**src/rtl/pfl_pkg.sv**
```systemverilog
// Package: shared types and constants of the polygon face-list parser.
`default_nettype none
package pfl_pkg;

    localparam int COUNT_BITS = 10;
    localparam int FLAG_BITS  = 6;
    localparam int INDEX_BITS = 24;
    localparam int OUT_CNT_BITS = 10;

    localparam logic [7:0] MARKER_BYTE = 8'hFF;

    typedef logic [COUNT_BITS-1:0]   t_count;
    typedef logic [FLAG_BITS-1:0]    t_flags;
    typedef logic [INDEX_BITS-1:0]   t_index;
    typedef logic [OUT_CNT_BITS-1:0] t_out_cnt;

    typedef enum logic [1:0] {
        PH_HDR_HI    = 2'd0,
        PH_HDR_LO    = 2'd1,
        PH_IDX_FIRST = 2'd2,
        PH_IDX_REST  = 2'd3
    } t_phase;

    localparam logic [1:0] ST_INDEX = 2'd0;
    localparam logic [1:0] ST_EMPTY = 2'd1;
    localparam logic [1:0] ST_TRUNC = 2'd2;

endpackage
`default_nettype wire

```
**src/rtl/pfl_if.sv**
```systemverilog
// Interfaces: byte input channel and result output channel.
`default_nettype none
interface pfl_in_if;
    logic       valid;
    logic       ready;
    logic [7:0] data_byte;
    logic       chunk_end;

    modport source (output valid, output data_byte, output chunk_end, input ready);
    modport sink   (input valid, input data_byte, input chunk_end, output ready);
endinterface

interface pfl_out_if;
    logic                valid;
    logic                ready;
    pfl_pkg::t_index     vertex_index;
    pfl_pkg::t_index     polygon_number;
    pfl_pkg::t_out_cnt   vertex_position;
    pfl_pkg::t_out_cnt   vertex_count;
    pfl_pkg::t_flags     polygon_flags;
    logic                last_of_polygon;
    logic [1:0]          status;

    modport source (output valid, output vertex_index, output polygon_number,
                    output vertex_position, output vertex_count, output polygon_flags,
                    output last_of_polygon, output status, input ready);
    modport sink   (input valid, input vertex_index, input polygon_number,
                    input vertex_position, input vertex_count, input polygon_flags,
                    input last_of_polygon, input status, output ready);
endinterface
`default_nettype wire

```
**src/rtl/polygon_face_list_parser.sv**
```systemverilog
// Top level: byte-serial parser of polygon face-list chunk bodies.
//
//  channel | dir | payload                                   | transfer when
//  i_in    | in  | data_byte, chunk_end                      | valid & ready
//  o_out   | out | vertex_index, polygon_number, position,   | valid & ready
//          |     | count, flags, last_of_polygon, status     |
//
// One byte per cycle while the input is ready; a result is registered as its completing byte is taken.
// Throughput is set by the single output register: a new byte is taken
// whenever that register is empty or being drained in the same cycle.
// Synchronous active-low reset returns the parser to header-high phase.
// chunk_end on any byte restarts parsing with polygon number zero.
`default_nettype none
module polygon_face_list_parser (
    input  wire             i_clk,
    input  wire             i_rst_n,
    pfl_in_if.sink          i_in,
    pfl_out_if.source       o_out
);

    pfl_pkg::t_phase r_phase, n_phase;
    pfl_pkg::t_index r_shift, n_shift;
    logic [1:0]      r_left, n_left;
    pfl_pkg::t_count r_count, n_count;
    pfl_pkg::t_flags r_flags, n_flags;
    pfl_pkg::t_count r_pos, n_pos;
    pfl_pkg::t_index r_poly, n_poly;

    logic            r_out_valid;
    pfl_pkg::t_index r_vidx, n_vidx;
    pfl_pkg::t_index r_pnum;
    pfl_pkg::t_count r_vpos, n_vpos;
    pfl_pkg::t_count r_vcnt, n_vcnt;
    pfl_pkg::t_flags r_vflg, n_vflg;
    logic            r_last, n_last;
    logic [1:0]      r_stat, n_stat;
    logic            n_emit;

    logic            accept;
    logic [15:0]     hdr;
    pfl_pkg::t_count hdr_count;
    pfl_pkg::t_flags hdr_flags;
    pfl_pkg::t_index shift_in;
    logic [1:0]      left_dec;
    pfl_pkg::t_count pos_inc;
    logic            is_last;

    assign i_in.ready = !r_out_valid || o_out.ready;
    assign accept     = i_in.valid && i_in.ready;

    assign hdr       = {r_shift[7:0], i_in.data_byte};
    assign hdr_count = pfl_pkg::t_count'(hdr);
    assign hdr_flags = pfl_pkg::t_flags'(hdr >> pfl_pkg::COUNT_BITS);
    assign shift_in  = pfl_pkg::t_index'({r_shift, i_in.data_byte});
    assign left_dec  = r_left - 2'd1;
    assign pos_inc   = r_pos + pfl_pkg::t_count'(1);
    assign is_last   = (pos_inc == r_count);

    always_comb begin
        n_phase = r_phase;
        n_shift = r_shift;
        n_left  = r_left;
        n_count = r_count;
        n_flags = r_flags;
        n_pos   = r_pos;
        n_poly  = r_poly;
        n_emit  = 1'b0;
        n_vidx  = '0;
        n_vpos  = r_pos;
        n_vcnt  = r_count;
        n_vflg  = r_flags;
        n_last  = 1'b1;
        n_stat  = pfl_pkg::ST_TRUNC;

        unique case (r_phase)
            pfl_pkg::PH_HDR_LO: begin
                n_count = hdr_count;
                n_flags = hdr_flags;
                n_pos   = '0;
                n_shift = '0;
                n_vpos  = '0;
                n_vcnt  = hdr_count;
                n_vflg  = hdr_flags;
                if (hdr_count == '0) begin
                    n_emit  = 1'b1;
                    n_stat  = pfl_pkg::ST_EMPTY;
                    n_poly  = r_poly + pfl_pkg::t_index'(1);
                    n_phase = pfl_pkg::PH_HDR_HI;
                    n_left  = '0;
                    n_count = '0;
                    n_flags = '0;
                end else if (i_in.chunk_end) begin
                    n_emit = 1'b1;
                end else begin
                    n_phase = pfl_pkg::PH_IDX_FIRST;
                end
            end
            pfl_pkg::PH_IDX_FIRST: begin
                if (i_in.data_byte == pfl_pkg::MARKER_BYTE) begin
                    n_shift = '0;
                    n_left  = 2'd3;
                end else begin
                    n_shift = pfl_pkg::t_index'(i_in.data_byte);
                    n_left  = 2'd1;
                end
                n_phase = pfl_pkg::PH_IDX_REST;
                n_emit  = i_in.chunk_end;
            end
            pfl_pkg::PH_IDX_REST: begin
                n_shift = shift_in;
                n_left  = left_dec;
                if (left_dec == 2'd0) begin
                    n_emit = 1'b1;
                    if (!(i_in.chunk_end && !is_last)) begin
                        n_vidx = shift_in;
                        n_last = is_last;
                        n_stat = pfl_pkg::ST_INDEX;
                        if (is_last) begin
                            n_poly  = r_poly + pfl_pkg::t_index'(1);
                            n_phase = pfl_pkg::PH_HDR_HI;
                            n_shift = '0;
                            n_left  = '0;
                            n_count = '0;
                            n_flags = '0;
                            n_pos   = '0;
                        end else begin
                            n_pos   = pos_inc;
                            n_shift = '0;
                            n_phase = pfl_pkg::PH_IDX_FIRST;
                        end
                    end
                end else begin
                    n_emit = i_in.chunk_end;
                end
            end
            default: begin
                n_count = '0;
                n_flags = '0;
                n_pos   = '0;
                n_left  = '0;
                n_shift = pfl_pkg::t_index'(i_in.data_byte);
                n_phase = pfl_pkg::PH_HDR_LO;
                n_vpos  = '0;
                n_vcnt  = '0;
                n_vflg  = '0;
                n_emit  = i_in.chunk_end;
            end
        endcase

        if (i_in.chunk_end) begin
            n_phase = pfl_pkg::PH_HDR_HI;
            n_shift = '0;
            n_left  = '0;
            n_count = '0;
            n_flags = '0;
            n_pos   = '0;
            n_poly  = '0;
        end
    end

    always_ff @(posedge i_clk) begin
        if (!i_rst_n) begin
            r_phase     <= pfl_pkg::PH_HDR_HI;
            r_shift     <= '0;
            r_left      <= '0;
            r_count     <= '0;
            r_flags     <= '0;
            r_pos       <= '0;
            r_poly      <= '0;
            r_out_valid <= 1'b0;
        end else begin
            if (accept) begin
                r_phase     <= n_phase;
                r_shift     <= n_shift;
                r_left      <= n_left;
                r_count     <= n_count;
                r_flags     <= n_flags;
                r_pos       <= n_pos;
                r_poly      <= n_poly;
                r_out_valid <= n_emit;
            end else if (o_out.ready) begin
                r_out_valid <= 1'b0;
            end
        end
    end

    // result payload; polygon number is sampled before any increment
    always_ff @(posedge i_clk) begin
        if (accept && n_emit) begin
            r_vidx <= n_vidx;
            r_pnum <= r_poly;
            r_vpos <= n_vpos;
            r_vcnt <= n_vcnt;
            r_vflg <= n_vflg;
            r_last <= n_last;
            r_stat <= n_stat;
        end
    end

    assign o_out.valid           = r_out_valid;
    assign o_out.vertex_index    = r_vidx;
    assign o_out.polygon_number  = r_pnum;
    assign o_out.vertex_position = pfl_pkg::t_out_cnt'(r_vpos);
    assign o_out.vertex_count    = pfl_pkg::t_out_cnt'(r_vcnt);
    assign o_out.polygon_flags   = r_vflg;
    assign o_out.last_of_polygon = r_last;
    assign o_out.status          = r_stat;

endmodule
`default_nettype wire

```
**src/flat_wrapper.sv**
```systemverilog
// flat-port wrapper written by rule: the top's interface ports become plain ports
module polygon_face_list_parser_flat 
  (i_clk, i_rst_n, i_in_valid, i_in_data_byte, i_in_chunk_end, i_in_ready, o_out_valid, o_out_vertex_index, o_out_polygon_number, o_out_vertex_position, o_out_vertex_count, o_out_polygon_flags, o_out_last_of_polygon, o_out_status, o_out_ready);
  pfl_in_if i_in_i ();
  pfl_out_if o_out_i ();
  input  wire i_clk;
  input  wire i_rst_n;
  input wire logic [$bits(i_in_i.valid)-1:0] i_in_valid;
  input wire logic [$bits(i_in_i.data_byte)-1:0] i_in_data_byte;
  input wire logic [$bits(i_in_i.chunk_end)-1:0] i_in_chunk_end;
  output wire logic [$bits(i_in_i.ready)-1:0] i_in_ready;
  output wire logic [$bits(o_out_i.valid)-1:0] o_out_valid;
  output wire logic [$bits(o_out_i.vertex_index)-1:0] o_out_vertex_index;
  output wire logic [$bits(o_out_i.polygon_number)-1:0] o_out_polygon_number;
  output wire logic [$bits(o_out_i.vertex_position)-1:0] o_out_vertex_position;
  output wire logic [$bits(o_out_i.vertex_count)-1:0] o_out_vertex_count;
  output wire logic [$bits(o_out_i.polygon_flags)-1:0] o_out_polygon_flags;
  output wire logic [$bits(o_out_i.last_of_polygon)-1:0] o_out_last_of_polygon;
  output wire logic [$bits(o_out_i.status)-1:0] o_out_status;
  input wire logic [$bits(o_out_i.ready)-1:0] o_out_ready;
  assign i_in_i.valid = i_in_valid;
  assign i_in_i.data_byte = i_in_data_byte;
  assign i_in_i.chunk_end = i_in_chunk_end;
  assign i_in_ready = i_in_i.ready;
  assign o_out_valid = o_out_i.valid;
  assign o_out_vertex_index = o_out_i.vertex_index;
  assign o_out_polygon_number = o_out_i.polygon_number;
  assign o_out_vertex_position = o_out_i.vertex_position;
  assign o_out_vertex_count = o_out_i.vertex_count;
  assign o_out_polygon_flags = o_out_i.polygon_flags;
  assign o_out_last_of_polygon = o_out_i.last_of_polygon;
  assign o_out_status = o_out_i.status;
  assign o_out_i.ready = o_out_ready;
  polygon_face_list_parser u_core (.i_clk(i_clk), .i_rst_n(i_rst_n), .i_in(i_in_i), .o_out(o_out_i));
endmodule
```
**config.mk**
```make
export PLATFORM = sky130hd
export DESIGN_NAME = polygon_face_list_parser_flat
export DESIGN_NICKNAME = d
export VERILOG_FILES = /design/src/rtl/pfl_pkg.sv /design/src/rtl/pfl_if.sv /design/src/rtl/polygon_face_list_parser.sv /design/src/flat_wrapper.sv
export SDC_FILE = /design/constraint.sdc
export NUM_CORES = 1
export LEC_CHECK = 0
export BUFFER_PORTS_ARGS = -buffer_cell sky130_fd_sc_hd__buf_4
export CORE_MARGIN = 2
export CORE_UTILIZATION = 49
export DETAILED_ROUTE_END_ITERATION = 16
export PLACE_DENSITY = 0.73
export SLEW_MARGIN = 15
export SYNTH_ARGS = -nofsm -noshare
export SYNTH_HDL_FRONTEND = slang
export SYNTH_SLANG_ARGS = --single-unit
export TNS_END_PERCENT = 5
```
**constraint.sdc**
```tcl
create_clock -name i_clk -period 8.19 [get_ports i_clk]
set_input_delay 0.819 -clock i_clk [delete_from_list [all_inputs] [get_ports i_clk]]
set_output_delay 0.819 -clock i_clk [all_outputs]
set_load 0.01 [all_outputs]
```
### Word level (Yosys, flattened, before mapping)

Cells that the tools add are included.
Widths: inputs -> output; s select.

| operators by class | value |
|---|---|
| mux-type cells | 53 |
| bitwise gates (word level) | 2 |
| eq/ne operators | 10 |
| add/sub/neg operators | 3 |
| reduce and logical (&&, ||, !) cells | 17 |

Operators with widths:

| cell | number |
|---|---|
| $mux 24 | 5 |
| $mux 10 | 9 |
| $mux 16 | 3 |
| $pmux 16 s3 | 1 |
| $pmux 24 s2 | 1 |
| $pmux 10 s2 | 2 |
| $mux 6 | 5 |
| $pmux 10 s3 | 1 |
| $mux 2 | 14 |
| $add 24x1->24 const B | 1 |
| $pmux 6 s3 | 1 |
| $pmux 2 s3 | 2 |
| $pmux 6 s2 | 1 |
| $add 10x1->10 const B | 1 |
| $eq 10x10->1 | 1 |
| $logic_not 10->1 | 1 |
| $ne 3x2->1 const B | 3 |
| $eq 8x8->1 const B | 1 |
| $mux 8 | 1 |
| $reduce_and 6->1 | 1 |
| $mux 1 | 5 |
| $reduce_and 5->1 | 1 |
| $eq 2x2->1 const B | 2 |
| $pmux 2 s2 | 1 |
| other kinds (17) | 21 |

| word-level totals | value |
|---|---|
| input bits | 13 |
| flip-flop bits (word level) | 148 |
| output and inout bits | 79 |

### Logic depth before layout (Yosys ltp)

| logic depth | value |
|---|---|
| depth after elaboration | 8 |
| depth in mapped cells | 11 |

### Worst setup path after synthesis

OpenSTA, ideal clock, no wires.

| timing path | value |
|---|---|
| path kind | input-to-reg |
| start point | input port i_in_chunk_end |
| end point | register u_core.r_last (netlist: u_core.o_out.last_of_polygon) (enable) |
| buffers on the path | 4 |
| arrival time | 7,278 ps |
| path slack | 302 ps |
| stages | 8 |
| data required time | 7,581 ps |
| cell sequence | clkbuf_1 > nand2b_1 > clkbuf_1 > or3_1 > nand3_1 > clkbuf_1 > clkbuf_1 > nor3_1 |

| on the way | value |
|---|---|
| longest elaborated chain between the ends | 4 |

Ends and longest elaborated chain:

| element | RTL line | RTL |
|---|---|---|
| start: declaration | flat_wrapper.sv:10 | `input wire logic [$bits(i_in_i.chunk_end)-1:0] i_in_chunk_end;` |
| $mux 1 | polygon_face_list_parser.sv:92 | `end else if (i_in.chunk_end) begin` |
| $mux 1 | polygon_face_list_parser.sv:84 | `if (hdr_count == '0) begin` |
| $pmux 1 s2 (*) | polygon_face_list_parser.sv:75 | `unique case (r_phase)` |
| $logic_and 1x1->1 (*) | polygon_face_list_parser.sv:189 | `if (accept && n_emit) begin` |
| end signal: assignment | polygon_face_list_parser.sv:195 | `r_last <= n_last;` |
| end: declaration | polygon_face_list_parser.sv:35 | `logic r_last, n_last;` |

Every way passes the cells marked *; elsewhere a longest branch is shown, timed or not.
A chain may end at the register's enable or synchronous reset.

### Final worst setup path

| timing path | value |
|---|---|
| start point | register u_core.r_phase[1] |
| end point | register u_core.r_pnum[6] (netlist: u_core.o_out.polygon_number[6]) (enable) |

| on the way | value |
|---|---|
| longest elaborated chain between the ends | 3 |

Ends and longest elaborated chain:

| element | RTL line | RTL |
|---|---|---|
| start: declaration | polygon_face_list_parser.sv:21 | `pfl_pkg::t_phase r_phase, n_phase;` |
| start signal: assignment | polygon_face_list_parser.sv:163 | `r_phase <= pfl_pkg::PH_HDR_HI;` |
| start signal: assignment | polygon_face_list_parser.sv:173 | `r_phase <= n_phase;` |
| $eq 2x2->1 / $eq 2x1->1 (equally long branches) | polygon_face_list_parser.sv:75 |  |
| $pmux 1 s2 (*) | polygon_face_list_parser.sv:75 |  |
| $logic_and 1x1->1 (*) | polygon_face_list_parser.sv:189 |  |
| end signal: assignment | polygon_face_list_parser.sv:191 | `r_pnum <= r_poly;` |
| end: declaration | polygon_face_list_parser.sv:31 | `pfl_pkg::t_index r_pnum;` |

Marks and branches as above.

==> summary.md <==
| Metric | Value |
|---|---|
| Initial DRC count | `472` |
| Synth Area in XOR/XNOR | `2.170%` |
| Synth unique cells | `50` |
| Die extent in y | `117.8 um` |
| H-tree depth | `4` |
| Vias in the first global route | `4772` |
| RSZ-0062 raised after global routing | `no` |
| Post-Synth Simple-Gate Area | `19.53%` |
| Seq cells post-synth | `148` |
| Largest area contributor in the netlist | `edfxtp_1` |
| Status | `completed` |
| Die extent in x | `117.8 um` |
| Slew headroom | `22.60%` |
| Final Util | `60.88%` |
| Setup Skew | `0.009024 ns` |
| Reg-to-Reg Start | `u_core.r_phase[1]` |
| Reg power frac | `48.4%` |
| Final ANT Viol Nets | `0` |
| Vias per inst | `5.907` |
| Max-cap viol count | `0` |
| Top-area cell type share of the netlist area | `36.46%` |
| Full die area | `13870 um2` |
| DRC errors left | `0` |
| Routability cong. | `0.8506` |
| Skew-Pair Late Insertion Delay | `0.42 ns` |
| Area growth, synth to finish | `21.15%` |
| Synth Flop Type | `edfxtp_1` |
| Hold wc startpoint | `u_core.r_poly[8]` |
| Global route overflow | `0` |
| Final Cycle Share | `55.40%` |
| Clk buf depth | `2` |
| Crit. Startpoint | `u_core.r_phase[1]` |
| Worst setup EP type | `flip-flop` |
| Net switching power | `373.8 uW` |
| Worst Hold Class | `flip-flop to flip-flop` |
| CTS tree | `yes` |
| Pint | `1318 uW` |
| Core ar. | `12620 um2` |
| Final WL | `14770 um` |
| LEAKAGE | `0.002661 uW` |
| Post-layout min period | `4.537 ns` |
| Final hold violations | `0` |
| Largest cells by area after synthesis | `edfxtp_1 (36%), dfxtp_1 (22%), a21oi_1 (3.7%), and2_1 (3.6%), nor2_1 (2.6%)` |
| Pwr Density | `220.2 nW/um2` |
| Kind of critical path | `flip-flop to flip-flop` |
| Worst setup margin | `3.653 ns` |
| Synthesized net count | `610` |
| Worst slew pin tran | `1.161 ns` |
| Syn Area/Cell | `10.68 um2` |
| Adder-cell area share of the yosys netlist | `0.5919%` |
| Slew Viols, Final | `0` |
| Register area | `3734 um2` |
| Net Sw Frac | `22.10%` |
| Largest net degree at the start of global routing | `68` |
| Mux contribution to synthesized area | `0.7893%` |
| Total chip power | `1692 uW` |
| Combinational Power Share | `6.3%` |
| Site Rows | `41` |
| Placed Cells incl. Taps | `816` |
| Worst EP arrival | `4.58 ns` |
| N_diodes | `0` |
| Fillers | `1058` |
| Share of synthesized registers carrying an async set or reset | `0%` |
| Root buf cell | `clkbuf_16` |
| Total track usage | `21.44%` |
| Post-route setup TNS | `0 ns` |
| Share of cells above drive strength 1 | `19.82%` |
| Post-synthesis sequential area ratio | `58.88%` |
| Place WS | `3.616 ns` |
| Clock transition at the registers of the reported paths | `0.06 ns` |
| Net count, final | `679` |
| Synth Area in Compound Gates | `14.52%` |
| # resized after CTS | `0` |
| Global-route wire length before repair | `24180 um` |
| Required @ worst endpoint | `8.23 ns` |
| Post-synth EDFFs | `77` |
| CTS Buf Count | `17` |
| IO Count | `92` |
| Hold-fix buffers, CTS | `0` |
| Initial antenna violation count | `0` |
| DR WL/cell | `17.42 um` |
| Startpoint Class | `flip-flop` |
| Mapped Cells | `594` |
| Fmax | `220.4 MHz` |
| Final HPWL DP | `9573 um` |
| Setup bufs post-CTS | `0` |
| Max VDD drop | `0.1004 mV` |
| Clock power frac | `45.3%` |
| I/O Buffers | `91` |
| Multi-input gate area | `2410 um2` |
| Vias | `5009` |
| Largest family of logic cells by synthesized area | `simple AND/OR/NAND/NOR gates` |
| Post-Syn Area | `6341 um2` |
| Post-route insts no fill | `848` |
| Warnings from Yosys | `0` |
| Final setup viols | `0` |
| DR pass1 iterations | `7` |
| Initial Util | `50.25%` |
| Worst Path Max Fanout | `67` |
| # clock sinks | `148` |
==> worst max-delay path: stages, from the launching register on <==
cell,delay [ns]
dfxtp_1,0.66
nand2b_1,0.45
or3_1,0.21
nand3_2,0.87
nor3_2,1.07
buf_4,0.78
==> sequential cells by signal, indices dropped and copies added (netlist names) <==
name and flops:
u_core.o_out.polygon_number 24, u_core.o_out.vertex_index 24, u_core.r_poly 24, u_core.r_shift 16, u_core.o_out.vertex_count 10, u_core.o_out.vertex_position 10
u_core.r_count 10, u_core.r_pos 10, u_core.o_out.polygon_flags 6, u_core.r_flags 6, u_core.o_out.status 2, u_core.r_left 2
u_core.r_phase 2, u_core.o_out.last_of_polygon 1, u_core.o_out.valid 1
==> layer usage <==
layer	routed length, um	vias to the layer above	GRT usage (%)
li1	-	2366	-
met4	262	0	8.283
met5	0	-	0
met1	6490	2449	28.18
met2	7248	170	34.67
met3	769	24	4.797
==> cells in the final DEF, fill, tap and decap left out, drive strengths merged, types with 2 or more instances in the layout <==
| cell | Yosys | layout |
|---|---|---|
| nand3 | 20 | 20 |
| or3 | 6 | 6 |
| edfxtp | 77 | 77 |
| nand2 | 42 | 42 |
| xor2 | 5 | 5 |
| a31oi | 8 | 8 |
| nor2 | 44 | 44 |
| or4b | 2 | 2 |
| a22o | 16 | 16 |
| buf | 10 | 93 |
| a21oi | 47 | 47 |
| xnor2 | 8 | 8 |
| o31ai | 18 | 18 |
| nor2b | 2 | 2 |
| or4 | 20 | 20 |
| inv | 8 | 8 |
| nor4 | 6 | 6 |
| and3 | 3 | 3 |
| dfxtp | 71 | 71 |
| nand2b | 6 | 6 |
| clkinv | 0 | 6 |
| a21boi | 2 | 2 |
| ha | 3 | 3 |
| and2 | 36 | 36 |
| nor3 | 10 | 10 |
| a211o | 2 | 2 |
| a22oi | 16 | 16 |
| o211ai | 2 | 2 |
| and4 | 3 | 3 |
| a211oi | 2 | 2 |
| nand4b | 2 | 2 |
| mux2i | 5 | 5 |
| nand4 | 25 | 25 |
| clkbuf | 33 | 24 |
| o21ai | 25 | 25 |
==> power by group through the flow <==
| stage | clock network, uW | registers [uW] | logic [uW] |
|---|---|---|---|
| after floorplan | 0 | 843 | 49.6 |
| after global placement | 0 | 833 | 104 |
| after detailed placement | 0 | 833 | 106 |
| after CTS | 771 | 818 | 107 |
| after global routing | 804 | 821 | 115 |
| final | 767 | 818 | 107 |
==> cell usage after synthesis (3+ instances only) <==
library cell  count
and4_1            3
a22o_1           16
or3_1             5
nor3_1           10
and3_1            3
buf_2             4
buf_4             3
xor2_1            5
ha_1              3
nand2_1          42
nand2b_1          6
edfxtp_1         77
dfxtp_1          71
nor2_1           44
nand4_1          24
a31oi_1           8
o21ai_0          25
a21oi_1          47
xnor2_1           8
a22oi_1          16
nor4_1            6
or4_1            20
o31ai_1          18
and2_1           36
clkbuf_1         33
inv_1             7
mux2i_1           5
nand3_1          20
==> final timing paths <==
kind	endpoint	slack (ns)	depth (start not counted)
worst max-delay path	u_core.o_out.polygon_number[6]	3.65	5
worst min-delay path	u_core.o_out.polygon_number[8]	0.48	0
worst max register to register	u_core.o_out.polygon_number[6]	3.65	5
worst min register to register	u_core.o_out.polygon_number[8]	0.48	0
==> kinds of logic after synthesis <==
logic type,after synthesis
compound gates,144
fa+ha+maj,3
xor+xnor,14
mux,5
flops,148
buf+inv,51
simple gates,229
==> area by class of cell <==
type | count | area share [%]
sequential | 148 | 48.60
multi-input combinational | 395 | 31.37
timing repair buffer | 93 | 9.088
clock buffer | 24 | 6.824
tap | 172 | 2.801
clock inverter | 8 | 0.9283
inverter | 8 | 0.3909
==> per-stage QoR <==
stage	cell area, um2	hold slack, ns
after detailed placement	7074	0.4627
after global routing	7682	0.4882
final	7682	0.4771
after floorplan	6341	0.4064
after CTS	7670	0.4746
after global placement	7072	0.4402
(Power assumes the default switching activity.)
